`config.mk`:
```
export PLATFORM = sky130hd
export DESIGN_NAME = key_value_pair_stream_decoder_top
export DESIGN_NICKNAME = d
export VERILOG_FILES = /design/src/rtl/kvpsd_pkg.sv /design/src/rtl/kvpsd_front.sv /design/src/rtl/kvpsd_queue.sv /design/src/rtl/kvpsd_back.sv /design/src/rtl/key_value_pair_stream_decoder_top.sv
export SDC_FILE = /design/constraint.sdc
export NUM_CORES = 1
export LEC_CHECK = 0
export BUFFER_PORTS_ARGS = -buffer_cell sky130_fd_sc_hd__buf_4
export CORE_MARGIN = 1.5
export CORE_UTILIZATION = 35
export CTS_CLUSTER_DIAMETER = 40
export DETAILED_ROUTE_END_ITERATION = 10
export HOLD_SLACK_MARGIN = 0.02
export SETUP_SLACK_MARGIN = 0.15
export SYNTH_ARGS = -nofsm -noshare
export SYNTH_HDL_FRONTEND = slang
export SYNTH_SLANG_ARGS = --single-unit
export TNS_END_PERCENT = 100
```
`constraint.sdc`:
```
create_clock -name clock -period 20.6 [get_ports clock]
set_input_delay 5.15 -clock clock [delete_from_list [all_inputs] [get_ports clock]]
set_output_delay 5.15 -clock clock [all_outputs]
set_load 0.02 [all_outputs]
```
`src/rtl/kvpsd_pkg.sv`:
```
`timescale 1ns / 1ps
package kvpsd_pkg;

   localparam int QUEUE_DEPTH_DEFAULT = 4;
   localparam logic [15:0] MAX_VALUE_BYTES_RESET = 16'hFFFF;

   typedef enum logic [2:0] {
      KIND_PAIR   = 3'd0,
      KIND_HEADER = 3'd1,
      KIND_BYTE   = 3'd2,
      KIND_ERROR  = 3'd3,
      KIND_DONE   = 3'd4
   } kind_type;

   // results caused by one accepted item
   typedef struct packed {
      kind_type first_kind;
      kind_type second_kind;
      logic     has_second;
   } entry_type;

endpackage

```
`src/rtl/kvpsd_front.sv`:
```
`timescale 1ns / 1ps
module kvpsd_front (
   input  logic                clock,
   input  logic                reset,
   input  logic                accept,
   input  logic [7:0]          data,
   input  logic                data_valid,
   input  logic                end_of_buffer,
   input  logic                csr_write_enable,
   input  logic [15:0]         csr_write_data,
   output logic                push,
   output kvpsd_pkg::entry_type push_entry
);
   import kvpsd_pkg::*;

   typedef enum logic [1:0] {
      PH_TYPE  = 2'd0,
      PH_INT   = 2'd1,
      PH_LEN   = 2'd2,
      PH_BYTES = 2'd3
   } phase_type;

   phase_type   phase_ff, phase_in;
   logic [3:0]  vleft_ff, vleft_in;
   logic [63:0] acc_ff, acc_in;
   logic [63:0] rtype_ff, rtype_in;
   logic [15:0] bleft_ff, bleft_in;
   logic        err_ff, err_in;
   logic [15:0] max_ff;

   logic        produced;
   kind_type    produced_kind;
   logic        truncated;

   always_comb begin
      logic [3:0]  ones;
      logic        stop;
      logic        done;
      logic [64:0] sum;
      phase_in      = phase_ff;
      vleft_in      = vleft_ff;
      acc_in        = acc_ff;
      rtype_in      = rtype_ff;
      bleft_in      = bleft_ff;
      err_in        = err_ff;
      produced      = 1'b0;
      produced_kind = KIND_PAIR;
      done          = 1'b0;
      ones          = '0;
      stop          = 1'b0;
      sum           = {1'b0, rtype_ff} + {1'b0, acc_in};
      for (int i = 7; i >= 0; i--) begin
         if (!stop && data[i]) begin
            ones = ones + 4'd1;
         end else begin
            stop = 1'b1;
         end
      end
      if (data_valid && !err_ff) begin
         if (phase_ff == PH_BYTES) begin
            bleft_in      = bleft_ff - 16'd1;
            produced      = 1'b1;
            produced_kind = KIND_BYTE;
            if (bleft_in == '0) begin
               phase_in = PH_TYPE;
            end
         end else if (vleft_ff == '0) begin
            acc_in   = (ones < 4'd7) ? {56'b0, data & (8'h7F >> ones)} : '0;
            vleft_in = ones;
            done     = (ones == '0);
         end else begin
            acc_in   = {acc_ff[55:0], data};
            vleft_in = vleft_ff - 4'd1;
            done     = (vleft_in == '0);
         end
      end
      sum = {1'b0, rtype_ff} + {1'b0, acc_in};
      if (done) begin
         case (phase_ff)
            PH_TYPE: begin
               if (sum[64]) begin
                  err_in        = 1'b1;
                  produced      = 1'b1;
                  produced_kind = KIND_ERROR;
               end else begin
                  rtype_in = sum[63:0];
                  phase_in = sum[0] ? PH_LEN : PH_INT;
               end
            end
            PH_INT: begin
               phase_in      = PH_TYPE;
               produced      = 1'b1;
               produced_kind = KIND_PAIR;
            end
            PH_LEN: begin
               produced = 1'b1;
               if ((|acc_in[63:16]) || (acc_in[15:0] > max_ff)) begin
                  err_in        = 1'b1;
                  produced_kind = KIND_ERROR;
               end else begin
                  bleft_in      = acc_in[15:0];
                  phase_in      = (acc_in[15:0] == '0) ? PH_TYPE : PH_BYTES;
                  produced_kind = KIND_HEADER;
               end
            end
            default: begin
            end
         endcase
      end
      truncated = !err_in && (phase_in != PH_TYPE || vleft_in != '0);
   end

   always_comb begin
      push_entry = '{first_kind: produced_kind, second_kind: KIND_DONE, has_second: 1'b0};
      push       = 1'b0;
      if (accept) begin
         if (end_of_buffer) begin
            push = 1'b1;
            if (truncated) begin
               push_entry = '{first_kind: KIND_ERROR, second_kind: KIND_DONE,
                              has_second: 1'b1};
            end else if (produced) begin
               push_entry.has_second = 1'b1;
            end else begin
               push_entry.first_kind = KIND_DONE;
            end
         end else begin
            push = produced;
         end
      end
   end

   always_ff @(posedge clock) begin
      if (reset) begin
         phase_ff <= PH_TYPE;
         vleft_ff <= '0;
         acc_ff   <= '0;
         rtype_ff <= '0;
         bleft_ff <= '0;
         err_ff   <= 1'b0;
         max_ff   <= MAX_VALUE_BYTES_RESET;
      end else begin
         if (csr_write_enable) begin
            max_ff <= csr_write_data;
         end
         if (accept) begin
            if (end_of_buffer) begin
               phase_ff <= PH_TYPE;
               vleft_ff <= '0;
               acc_ff   <= '0;
               rtype_ff <= '0;
               bleft_ff <= '0;
               err_ff   <= 1'b0;
            end else begin
               phase_ff <= phase_in;
               vleft_ff <= vleft_in;
               acc_ff   <= acc_in;
               rtype_ff <= rtype_in;
               bleft_ff <= bleft_in;
               err_ff   <= err_in;
            end
         end
      end
   end

endmodule

```
`src/rtl/kvpsd_queue.sv`:
```
`timescale 1ns / 1ps
module kvpsd_queue #(
   parameter int DEPTH = kvpsd_pkg::QUEUE_DEPTH_DEFAULT
) (
   input  logic                 clock,
   input  logic                 reset,
   input  logic                 push,
   input  kvpsd_pkg::entry_type push_entry,
   output logic                 full,
   input  logic                 pop,
   output kvpsd_pkg::entry_type pop_entry,
   output logic                 empty
);
   import kvpsd_pkg::*;

   localparam int PTR_W = (DEPTH > 1) ? $clog2(DEPTH) : 1;
   localparam int CNT_W = $clog2(DEPTH + 1);

   entry_type        mem_ff [DEPTH];
   logic [PTR_W-1:0] wr_ptr_ff, rd_ptr_ff;
   logic [CNT_W-1:0] count_ff;

   assign full      = (count_ff == CNT_W'(DEPTH));
   assign empty     = (count_ff == '0);
   assign pop_entry = mem_ff[rd_ptr_ff];

   always_ff @(posedge clock) begin
      if (push) begin
         mem_ff[wr_ptr_ff] <= push_entry;
      end
   end

   always_ff @(posedge clock) begin
      if (reset) begin
         wr_ptr_ff <= '0;
         rd_ptr_ff <= '0;
         count_ff  <= '0;
      end else begin
         if (push) begin
            wr_ptr_ff <= (wr_ptr_ff == PTR_W'(DEPTH - 1)) ? '0 : wr_ptr_ff + 1'b1;
         end
         if (pop) begin
            rd_ptr_ff <= (rd_ptr_ff == PTR_W'(DEPTH - 1)) ? '0 : rd_ptr_ff + 1'b1;
         end
         if (push && !pop) begin
            count_ff <= count_ff + 1'b1;
         end else if (pop && !push) begin
            count_ff <= count_ff - 1'b1;
         end
      end
   end

endmodule

```
`src/rtl/kvpsd_back.sv`:
```
`timescale 1ns / 1ps
module kvpsd_back (
   input  logic                 clock,
   input  logic                 reset,
   input  logic                 empty,
   input  kvpsd_pkg::entry_type pop_entry,
   output logic                 pop,
   output logic                 rsp_valid,
   input  logic                 rsp_ready,
   output logic [2:0]           rsp_kind
);
   import kvpsd_pkg::*;

   logic     out_valid_ff;
   kind_type out_kind_ff;
   logic     second_valid_ff;
   kind_type second_kind_ff;
   logic     load;

   assign load      = !out_valid_ff || rsp_ready;
   assign pop       = load && !second_valid_ff && !empty;
   assign rsp_valid = out_valid_ff;
   assign rsp_kind  = out_kind_ff;

   always_ff @(posedge clock) begin
      if (reset) begin
         out_valid_ff    <= 1'b0;
         second_valid_ff <= 1'b0;
         out_kind_ff     <= KIND_PAIR;
         second_kind_ff  <= KIND_PAIR;
      end else if (load) begin
         if (second_valid_ff) begin
            out_valid_ff    <= 1'b1;
            out_kind_ff     <= second_kind_ff;
            second_valid_ff <= 1'b0;
         end else if (!empty) begin
            out_valid_ff    <= 1'b1;
            out_kind_ff     <= pop_entry.first_kind;
            second_valid_ff <= pop_entry.has_second;
            second_kind_ff  <= pop_entry.second_kind;
         end else begin
            out_valid_ff <= 1'b0;
         end
      end
   end

endmodule

```
`src/rtl/key_value_pair_stream_decoder_top.sv`:
```
`timescale 1ns / 1ps
// Key/value parameter stream decoder.
// req_ channel: one item per buffer byte (req_data, req_data_valid) with
//   req_end_of_buffer marking the last item; an end-only item has
//   req_data_valid low.
// rsp_ channel: rsp_kind per result item (pair, header, value byte, error,
//   buffer done). An end item gives one or two results, others zero or one.
// csr_ port: csr_write_enable/csr_write_data set the largest allowed value
//   length; write only while the decoder is idle.
// Throughput: one input item per cycle while req_ready is high; the parser
//   does fixed work per byte (one 64-bit add for the type delta). The output
//   register gives one result per cycle while rsp_ready is high, so end items
//   with two results send them one after the other. Each result is written
//   into the queue when accepted, then moved into the output register.
// When rsp_ready is low the queue of QUEUE_DEPTH entries absorbs results;
//   req_ready drops once it is full.
// Reset: synchronous; parser state cleared, length limit back to 65535,
//   queue and output register emptied.
module key_value_pair_stream_decoder_top #(
   parameter int QUEUE_DEPTH = kvpsd_pkg::QUEUE_DEPTH_DEFAULT
) (
   input  logic        clock,
   input  logic        reset,
   input  logic        req_valid,
   output logic        req_ready,
   input  logic [7:0]  req_data,
   input  logic        req_data_valid,
   input  logic        req_end_of_buffer,
   output logic        rsp_valid,
   input  logic        rsp_ready,
   output logic [2:0]  rsp_kind,
   input  logic        csr_write_enable,
   input  logic [15:0] csr_write_data
);
   import kvpsd_pkg::*;

   logic      accept;
   logic      push;
   entry_type push_entry;
   logic      full;
   logic      pop;
   entry_type pop_entry;
   logic      empty;

   assign req_ready = !full;
   assign accept    = req_valid && req_ready;

   kvpsd_front u_front (
      .clock            (clock),
      .reset            (reset),
      .accept           (accept),
      .data             (req_data),
      .data_valid       (req_data_valid),
      .end_of_buffer    (req_end_of_buffer),
      .csr_write_enable (csr_write_enable),
      .csr_write_data   (csr_write_data),
      .push             (push),
      .push_entry       (push_entry)
   );

   kvpsd_queue #(
      .DEPTH (QUEUE_DEPTH)
   ) u_queue (
      .clock      (clock),
      .reset      (reset),
      .push       (push),
      .push_entry (push_entry),
      .full       (full),
      .pop        (pop),
      .pop_entry  (pop_entry),
      .empty      (empty)
   );

   kvpsd_back u_back (
      .clock     (clock),
      .reset     (reset),
      .empty     (empty),
      .pop_entry (pop_entry),
      .pop       (pop),
      .rsp_valid (rsp_valid),
      .rsp_ready (rsp_ready),
      .rsp_kind  (rsp_kind)
   );

endmodule
```
==> out/metrics.yaml, run 1 <==
status:
  status: "finished clean"
synthesis:
  synth.distinct_cells: 83
  synth_area_um2: 13580
  yosysTopAreaCell: "dfxtp_1"
  syn_area_per_cell_um2: 8.024
  synth_edf_count: 16
  ys.flop_type: "dfxtp_1"
  ys_ff_latch: 198
  synthTopCellsByArea: "dfxtp_1, ha_1, a22oi_1"
  syn-instance-count: 1692
  yosysSeqAreaShare: 0.3038
  synthArstFlopShare: 0
  synth_top_area_frac: 0.2684
  ys_warn_count: 0
  syn-num-nets: 1823
final_layout:
  final_util: 0.3878
  layout-drive-gt1-share: 0.06820
  layout_commonest_cell: "nor2_1"
  nets: 1775
  regArea_um2: 4124
  nFillCells: 3885
  multi_input_area_um2: 8828
  final_cell_count_no_fill: 2169
  fin_area_um2: 14710
  final_cell_mix: "nor2_1, dfxtp_1, a21oi_1"
  area_delta_synth_final_pct: 8.350
floorplan:
  io_pins: 36
  rows: 71
  dieHeight_um: 200.0
  start_util: 0.3579
  die-area_um2: 39980
  die_w_um: 200.0
  core_area_um2: 37930
critical_path:
  cp-start-kind: "input port"
  slowest_stage: "nor2_1"
  required_ns: 20.99
  cp_max_fo: 67
  critPathArrivalTime_ns: 14.13
  crit_path_end_kind: "register"
  crit_type: "input port to register"
  max_stage_delay_ns: 0.95
  crit_top_cell: "ha_1"
sta:
  slew_viol_final: 0
  final.period_utilization: 0.6672
  max-slew-margin-rel: 0.2579
  timing_hold_violations_final: 0
  fin_setup_tns_ns: 0
  tightestPinTransition_ns: 1.109
  skew_ns: 0.01306
  max_freq_mhz: 72.76
  period_minus_slack_ns: 13.74
  grt_setup_unrepaired: "no"
  finalSetupViolations: 0
global_route:
  grt.total_usage: 0.2100
  grt_pass1_wl_um: 65910
  grt_overflow: 0
  antenna_found_initial: 2
  grt_pass1_vias: 12010
  grt_max_degree: 87
power_and_ir_drop:
  leakage_nw: 5.972
  totalPowerFinal_mw: 0.9164
  power_density_nw_per_um2: 62.30
  ir_drop_v: 0.00005836
routing:
  wl_um: 41410
  drt.antenna.violating_nets: 0
  remaining_drc_errors: 0
  drtIter0Drc: 1263
  drt-wirelength-per-cell_um: 19.09
  vias: 12820
  first_pass_iters: 7
  via_per_inst: 5.912
clock_tree:
  ctsResizeCount: 0
  clk_transition_reported_paths_ns: 0.08
  ctsHtreeMaxLevel: 4
  cts_tree: "built"
  cts_buffers: 17
  post-cts-setup-buffer-count: 0
  cts_max_path_buffers: 2
  hold_buffers: 0
  cts-root-buf: "clkbuf_16"
  clk_latency_ns: 0.47
  clock-sinks: 198
flow_run:
  cap_viol_max_count: 0
placement:
  numPlacedInstances: 2136
  gp_congestion: 0.9119
  port_buffers: 35
  place_area_um2: 14140
  dp_hpwl_um: 29150
min_path:
  hold_path.class: "register to register"
[report_power, final]
part	leakage, nW	total, mW	internal, mW	switching (mW)
Sequential	1.62	0.417	0.404	0.0127
Clock	0.274	0.339	0.160	0.178
Combinational	4.08	0.161	0.0544	0.107
[registers in the layout, summed over array words and instances (netlist names), named ones only]
name,count
u_front.bleft_ff,16
u_back.second_valid_ff,1
u_front.acc_ff,64
u_back.rsp_kind,3
u_queue.rd_ptr_ff,2
u_front.vleft_ff,4
u_back.rsp_valid,1
u_front.err_ff,1
u_front.rtype_ff,64
u_queue.mem_ff,16
u_queue.wr_ptr_ff,2
u_queue.count_ff,3
u_front.phase_ff,2
u_front.max_ff,16
u_back.second_kind_ff,1
[synthesized netlist by cell type, drive strengths merged (41+ instances only)]
cell type  count
nand2        133
inv           53
clkbuf        99
ha            98
dfxtp        182
xnor2         41
a21oi        137
a21o          52
nor2         193
o21ai         87
a22o          60
a22oi        119
[worst max-delay path: cells and delay by family]
family	cells	cell delay [ns]
compound gates	13	3.70
fa+ha+maj	6	2.00
simple gates	5	1.70
mux	3	0.68
buf+inv	5	0.63
xor+xnor	1	0.19
[through the flow]
step / setup slack [ns] / hold WS, ns
6_report: 6.856 / 0.4587
5_1_grt: 6.170 / 0.4776
4_1_cts: 6.943 / 0.4595
3_5_place_dp: 6.495 / 0.4481
3_3_place_gp: 6.826 / 0.4417
2_1_floorplan: 8.122 / 0.4297
[worst paths after layout]
path / startpoint / endpoint / slack, ns / cells after the start
max: req_data[6] / u_front.rtype_ff[60] / 6.86 / 33
min: u_front.rtype_ff[58] / u_front.rtype_ff[58] / 0.46 / 2
max reg2reg: u_front.phase_ff[1] / u_queue.count_ff[2] / 13.98 / 22
min reg2reg: u_front.rtype_ff[58] / u_front.rtype_ff[58] / 0.46 / 2
[cells by family (layout without fill, tap and decap cells)]
logic type               Yosys count  after routing  synth area share
AND/OR/NAND/NOR                  532            532            0.1856
multiplexers                      18             18           0.01751
flip-flops                       198            198            0.3038
XOR/XNOR                          70             70           0.04516
AO/OA/AOI/OAI                    607            607            0.3062
buffers and inverters            167            132           0.04847
other                              0              1                 0
adder cells (fa/ha/maj)          100            100           0.09326
[routing by layer]
metal,wire [µm],global-route usage,up-vias
met2,18320,0.3278,379
met3,2464,0.03747,65
met4,976,0.07157,0
met1,19650,0.2908,6197
li1,-,-,6183
met5,0,0,-
[layout make-up]
cell class | count | area share
clock inverter | 15 | 0.009441
timing repair buffer | 47 | 0.02399
clock buffer | 17 | 0.02892
sequential | 198 | 0.2803
multi-input combinational | 1327 | 0.6002
tap | 511 | 0.04346
antenna | 1 | 0.0001701
inverter | 53 | 0.01352
No activity file was read; power rests on OpenSTA's default activity.
==> run 2, diff against run 1 <==
--- a/config.mk
+++ b/config.mk
@@ -5,6 +5,7 @@
 export SDC_FILE = /design/constraint.sdc
 export NUM_CORES = 1
 export LEC_CHECK = 0
+export ABC_AREA = 1
 export BUFFER_PORTS_ARGS = -buffer_cell sky130_fd_sc_hd__buf_4
 export CORE_MARGIN = 1.5
 export CORE_UTILIZATION = 35
==> constraint.sdc (replaced) <==
create_clock -name clock -period 12.6 [get_ports clock]
set_input_delay 3.15 -clock clock [delete_from_list [all_inputs] [get_ports clock]]
set_output_delay 3.15 -clock clock [all_outputs]
set_load 0.02 [all_outputs]
==> run 2 against run 1 <==
Cell area increased by 4.7%. Via count grew 11%. Sequential power up 76%. Total power increased by 89%. Final cell count grew 24%. Die area up 3.9%. Wire length up 4.6%. Combinational power rose to 2.6 times the previous value. Clock power up 70%. Area after synthesis is 4.0% higher. First-iteration DRC count fell by 22%. Critical path type unchanged. Largest cell class unchanged.
==> out/metrics.yaml, run 2 <==
clock_tree:
  clk_latency_ns: 0.46  # was 0.47 ns
  clock-sinks: 198  # unchanged
  post-cts-setup-buffer-count: 0  # unchanged
  hold_buffers: 0  # unchanged
  cts_buffers: 17  # unchanged
  ctsResizeCount: 0  # unchanged
  ctsHtreeMaxLevel: 4  # unchanged
  cts_max_path_buffers: 2  # unchanged
  clk_transition_reported_paths_ns: 0.08  # about the same
  cts-root-buf: "clkbuf_16"  # unchanged
  cts_tree: "built"  # unchanged
global_route:
  grt_overflow: 0  # unchanged
  grt_pass1_wl_um: 69410  # was 65910 µm
  grt_pass1_vias: 13310  # was 12010
  grt.total_usage: 0.2100  # about the same
  grt_max_degree: 110  # was 87
  antenna_found_initial: 0  # was 2
power_and_ir_drop:
  leakage_nw: 6.688  # was 5.972 nW
  totalPowerFinal_mw: 1.728  # was 0.9164 mW
  power_density_nw_per_um2: 112.2  # was 62.30 nW/µm²
  ir_drop_v: 0.00008329  # was 0.00005836 V
synthesis:
  ys_warn_count: 0  # unchanged
  synthTopCellsByArea: "dfxtp_1, nand2_1, a21oi_1"  # was dfxtp_1, ha_1, a22oi_1
  synth_compound_area_frac: 0.2419  # was 0.3062
  syn-instance-count: 2166  # was 1692
  synth.distinct_cells: 53  # was 83
  synthArstFlopShare: 0  # unchanged
  ys.flop_type: "dfxtp_1"  # unchanged
  synthMuxAreaShare: 0  # was 0.01751
  yosys.area_share.simple: 0.2657  # was 0.1856
  yosysSeqAreaShare: 0.2922  # was 0.3038
  yosysTopAreaCell: "dfxtp_1"  # unchanged
  synth_area_um2: 14110  # was 13580 µm²
  syn-num-nets: 2297  # was 1823
  synth_top_area_frac: 0.2582  # was 0.2684
  synthAdderAreaFrac: 0.08972  # was 0.09326
  syn_area_per_cell_um2: 6.516  # was 8.024 µm²
  synthMostInstantiatedCell: "nand2_1"  # was nor2_1
  ys_ff_latch: 198  # unchanged
  synth_edf_count: 16  # unchanged
  synth_top_family_by_area: "simple AND/OR/NAND/NOR gates"  # was compound AO/OA/AOI/OAI gates
  synth_common_cells: "nand2_1, a21oi_1, inv_1, nor2_1, dfxtp_1"  # was nor2_1, dfxtp_1, a21oi_1, nand2_1, a22oi_1
  synth-xor-area-share: 0.01489  # was 0.04516
placement:
  dp_hpwl_um: 31940  # was 29150 µm
  numPlacedInstances: 2662  # was 2136
  place_area_um2: 14800  # was 14140 µm²
  gp_congestion: 0.9534  # was 0.9119
  post-place-ws_ns: 2.354  # was 6.495 ns
  port_buffers: 35  # unchanged
final_layout:
  final_cell_mix: "nand2_1, a21oi_1, inv_1"  # was nor2_1, dfxtp_1, a21oi_1
  final_cell_count_no_fill: 2694  # was 2169
  area_delta_synth_final_pct: 9.114  # was 8.350%
  fin_area_um2: 15400  # was 14710 µm²
  final_util: 0.3876  # was 0.3878
  diodes: 0  # was 1
  top_regs: "u_front.acc_ff x64, u_front.rtype_ff x64"  # unchanged
  layout_commonest_cell: "nand2_1"  # was nor2_1
  layout-drive-gt1-share: 0.06916  # was 0.06820
  nFillCells: 4290  # was 3885
  nets: 2287  # was 1775
critical_path:
  critPathArrivalTime_ns: 10.23  # was 14.13 ns
  crit_type: "input port to register"  # unchanged
  crit_top_cell: "nand2_1"  # was ha_1
  max_stage_delay_ns: 0.54  # was 0.95 ns
  cp-start-kind: "input port"  # unchanged
  slowest_stage: "clkinv_4"  # was nor2_1
  crit_path_end_kind: "register"  # unchanged
  required_ns: 12.95  # was 20.99 ns
  cp_max_fo: 109  # was 67
routing:
  first_pass_iters: 5  # was 7
  drtIter0Drc: 981  # was 1263
  drt.antenna.violating_nets: 0  # unchanged
  via_per_inst: 5.305  # was 5.912
  drt-wirelength-per-cell_um: 16.08  # was 19.09 µm
  remaining_drc_errors: 0  # unchanged
  vias: 14290  # was 12820
  wl_um: 43330  # was 41410 µm
floorplan:
  core_area_um2: 39730  # was 37930 µm²
  start_util: 0.3552  # was 0.3579
  io_pins: 36  # unchanged
  dieHeight_um: 203.8  # was 200.0 µm
  die_w_um: 203.8  # was 200.0 µm
  die-area_um2: 41540  # was 39980 µm²
  rows: 73  # was 71
sta:
  tightestPinTransition_ns: 0.9356  # was 1.109 ns
  max-slew-margin-rel: 0.3763  # was 0.2579
  setup_ws_ns: 2.725  # was 6.856 ns
  timing_hold_violations_final: 0  # unchanged
  period_minus_slack_ns: 9.875
  final.period_utilization: 0.7837
  slew_viol_final: 0  # unchanged
  whs_ns: 0.4661  # was 0.4587 ns
  finalSetupViolations: 0  # unchanged
  fin_setup_tns_ns: 0  # unchanged
  grt_setup_unrepaired: "no"  # unchanged
  max_freq_mhz: 101.3
  skew_ns: 0.01782  # was 0.01306 ns
flow_run:
  cap_viol_max_count: 0  # unchanged
min_path:
  hold_path.class: "register to register"  # unchanged
status:
  status: "finished clean"  # unchanged
[run 2: final cells by class]
cell class | count | area (µm²) | area share
multi-input combinational | 1629 | 8661 | 0.5624
sequential | 198 | 4124 | 0.2678
inverter | 259 | 977.2 | 0.06345
tap | 525 | 656.9 | 0.04266
clock buffer | 20 | 467.9 | 0.03039
timing repair buffer | 51 | 382.9 | 0.02486
clock inverter | 12 | 130.1 | 0.008450
[run 2: where the power goes]
group          leakage, nW  internal, mW  switching, mW
combinational         4.76         0.139          0.280
clock                0.292         0.297          0.278
sequential            1.64         0.694         0.0397
total                 6.69          1.13          0.598
[run 2: cells by family after synthesis]
| group | count (synthesis) |
|---|---|
| and+or+nand+nor | 880 |
| AOI/OAI and AO/OA | 625 |
| buffers and inverters | 339 |
| DFF | 198 |
| adders and majority gates | 100 |
| xor gates and xnor gates | 24 |
[run 2: worst paths after layout]
| path | slack (ns) | cells past startpoint | endpoint | start |
|---|---|---|---|---|
| setup reg to reg | 6.72 | 18 | u_front.rtype_ff[11] | u_front.phase_ff[1] |
| hold / removal | 0.47 | 2 | u_front.acc_ff[31] | u_front.acc_ff[31] |
| setup / recovery | 2.73 | 41 | u_front.rtype_ff[25] | req_data[5] |
| hold reg to reg | 0.47 | 2 | u_front.acc_ff[31] | u_front.acc_ff[31] |
[run 2: worst max-delay path, delay by kind of cell]
family	cells	cell delay (ns)
AND/OR/NAND/NOR	23	2.77
adder cells (fa/ha/maj)	7	1.92
AO/OA/AOI/OAI	6	1.48
buffers and inverters	5	0.82
[run 2: per-layer routing]
layer / global-route usage / wire, µm / vias up
li1: - / - / 7268
met1: 0.2771 / 19900 / 6612
met2: 0.3574 / 20500 / 368
met3: 0.02583 / 2152 / 45
met4: 0.06164 / 765 / 0
met5: 0 / 0 / -
==> run 3, diff against run 2 <==
==> constraint.sdc (replaced) <==
create_clock -name clock -period 8.7 [get_ports clock]
set_input_delay 2.175 -clock clock [delete_from_list [all_inputs] [get_ports clock]]
set_output_delay 2.175 -clock clock [all_outputs]
set_load 0.02 [all_outputs]
==> run 3 against run 2 <==
Worst setup slack lost 2.1 ns. Sequential share of layout area shrank 0.47 points. Count of clock-buffer cells in the layout shrank 3. Wire length shrank 0.37%. Sequential power grew 44%.
==> out/metrics.yaml, run 3 (synthesis gave the netlist of run 2 again) <==
floorplan:
  die-area_um2: 41540  # unchanged
  start_util: 0.3552  # unchanged
  rows: 73  # unchanged
  die_w_um: 203.8  # unchanged
  io_pins: 36  # unchanged
  core_area_um2: 39730  # unchanged
  dieHeight_um: 203.8  # unchanged
sta:
  skew_ns: 0.01514  # was 0.01782 ns
  max-slew-margin-rel: 0.3722  # was 0.3763
  timing_hold_violations_final: 0  # unchanged
  final.period_utilization: 0.9245
  period_minus_slack_ns: 8.043
  finalSetupViolations: 0  # unchanged
  setup_ws_ns: 0.6571  # was 2.725 ns
  whs_ns: 0.4666  # was 0.4661 ns
  tightestPinTransition_ns: 0.9417  # was 0.9356 ns
  max_freq_mhz: 124.3
  slew_viol_final: 0  # unchanged
  grt_setup_unrepaired: "no"  # unchanged
final_layout:
  layout-drive-gt1-share: 0.08549  # was 0.06916
  layout_commonest_cell: "nand2_1"  # unchanged
  nets: 2317  # was 2287
  nFillCells: 4219  # was 4290
  area_delta_synth_final_pct: 11.06  # was 9.114%
  top_regs: "u_front.acc_ff x64, u_front.rtype_ff x64"  # unchanged
  fin_area_um2: 15680  # was 15400 µm²
  diodes: 0  # unchanged
  final_cell_mix: "nand2_1, a21oi_1, inv_1"  # unchanged
global_route:
  antenna_found_initial: 0  # unchanged
  grt_pass1_wl_um: 69660  # was 69410 µm
  grt_pass1_vias: 13360  # was 13310
  grt.total_usage: 0.2092  # was 0.2100
  grt_max_degree: 83  # was 110
  grt_overflow: 0  # unchanged
critical_path:
  slowest_stage: "fa_1"  # was clkinv_4
  path_depth: 45  # was 41
  max_stage_delay_ns: 0.41  # was 0.54 ns
  cp-start-kind: "input port"  # unchanged
  rr_endpoint: "u_queue.count_ff[2]"  # was u_front.rtype_ff[11]
  path_delay_family: "adder cells"  # was simple AND/OR/NAND/NOR gates
  crit_type: "input port to register"  # unchanged
  required_ns: 9.06  # was 12.95 ns
  crit_start: "req_data[5]"  # unchanged
  timing.reg2reg.setup_slack_ns: 2.90  # was 6.72 ns
  crit_top_cell: "nand2_1"  # unchanged
  r2r_start: "u_front.vleft_ff[0]"  # was u_front.phase_ff[1]
  path_buf_inv: 5  # unchanged
  crit_path_end_kind: "register"  # unchanged
  cp_max_fo: 4  # was 109
  critPathArrivalTime_ns: 8.40  # was 10.23 ns
  r2r_cells: 24  # was 18
clock_tree:
  cts_max_path_buffers: 2  # unchanged
  cts-root-buf: "clkbuf_16"  # unchanged
  cts_tree: "built"  # unchanged
  hold_buffers: 0  # unchanged
  clock-sinks: 198  # unchanged
  cts_buffers: 17  # unchanged
  post-cts-setup-buffer-count: 0  # unchanged
  clk_transition_reported_paths_ns: 0.07  # was 0.08 ns
  ctsHtreeMaxLevel: 4  # unchanged
  clk_latency_ns: 0.47  # was 0.46 ns
placement:
  gp_congestion: 0.9489  # was 0.9534
  post-place-ws_ns: -0.08365  # was 2.354 ns
  place_area_um2: 15060  # was 14800 µm²
  dp_hpwl_um: 32360  # was 31940 µm
  port_buffers: 35  # unchanged
routing:
  via_per_inst: 5.283  # was 5.305
  drtIter0Drc: 985  # was 981
  drt.antenna.violating_nets: 0  # unchanged
  drt-wirelength-per-cell_um: 15.85  # was 16.08 µm
  wl_um: 43170  # was 43330 µm
  first_pass_iters: 5  # unchanged
  remaining_drc_errors: 0  # unchanged
  vias: 14390  # was 14290
min_path:
  holdPathStages: 2  # unchanged
  min_from: "u_front.acc_ff[59]"  # was u_front.acc_ff[31]
  worstHoldEndpoint: "u_front.acc_ff[59]"  # was u_front.acc_ff[31]
  hold_path.class: "register to register"  # unchanged
power_and_ir_drop:
  ir_drop_v: 0.0001179  # was 0.00008329 V
  power_density_nw_per_um2: 160.3  # was 112.2 nW/µm²
  leakage_nw: 6.844  # was 6.688 nW
flow_run:
  cap_viol_max_count: 0  # unchanged
status:
  status: "finished clean"  # unchanged
## run 3: cell count changes in the layout (fill, tap and decap cells not counted), moves of 2 or more
cell      delta
a21oi_1      -3
a21oi_2      +2
buf_4       +27
clkinv_2     +3
o21ai_2      +2
o21ai_1      +3
a21boi_1     +2
o21ai_0      -5
buf_12       +3
a21boi_0     -3
inv_6        -2
## run 3: worst max-delay path by stage
stage,to
2_1_floorplan,u_queue.count_ff[1]
3_3_place_gp,u_front.rtype_ff[58]
3_5_place_dp,u_queue.count_ff[1]
4_1_cts,u_queue.count_ff[1]
5_1_grt,u_queue.count_ff[1]
6_report,u_queue.count_ff[1]
## run 3: final cells by class
class	instances	area (µm²)	share of cell area
clock buffer	17	425.4	0.02714
clock inverter	15	146.4	0.009339
inverter	259	977.2	0.06234
multi-input combinational	1629	8700	0.5550
sequential	198	4124	0.2631
tap	525	656.9	0.04191
timing repair buffer	81	645.6	0.04119
## run 3: metal layers
metal  track usage  up-vias  wire length (µm)
met5             0        -                 0
met4       0.05556        0               722
met3       0.01913       47              1906
met2        0.3397      346             19420
met1        0.2956     6681             21120
li1              -     7317                 -
## run 3: repair_timing
item,CTS,global route
gates resized for setup,0,18
endpoints found under the setup margin,0,67
endpoints found under the hold margin,0,0
## run 3: where the power goes
| part | internal, mW | switching (mW) | leakage (nW) |
|---|---|---|---|
| logic | 0.223 | 0.416 | 4.93 |
| registers | 1.01 | 0.0595 | 1.64 |
| clock network | 0.402 | 0.406 | 0.278 |
## run 3: metrics by stage
step           cells  setup TNS [ns]    util  total power [mW]
3_5_place_dp    2692         -0.1223  0.3792             1.718
5_1_grt         2724               0  0.3945             2.657
6_report        2724               0  0.3945             2.512
2_1_floorplan   2166               0       -             1.532
3_3_place_gp    2692               0  0.3792             1.703
4_1_cts         2724               0  0.3935             2.523
## run 3: worst reg2reg max path, delay by kind of cell, from the launching register on
| kind | cells | cell delay (ns) |
|---|---|---|
| compound gates | 8 | 1.68 |
| fa+ha+maj | 4 | 1.09 |
| buf+inv | 4 | 0.53 |
| flops | 1 | 0.36 |
| simple gates | 8 | 2.03 |
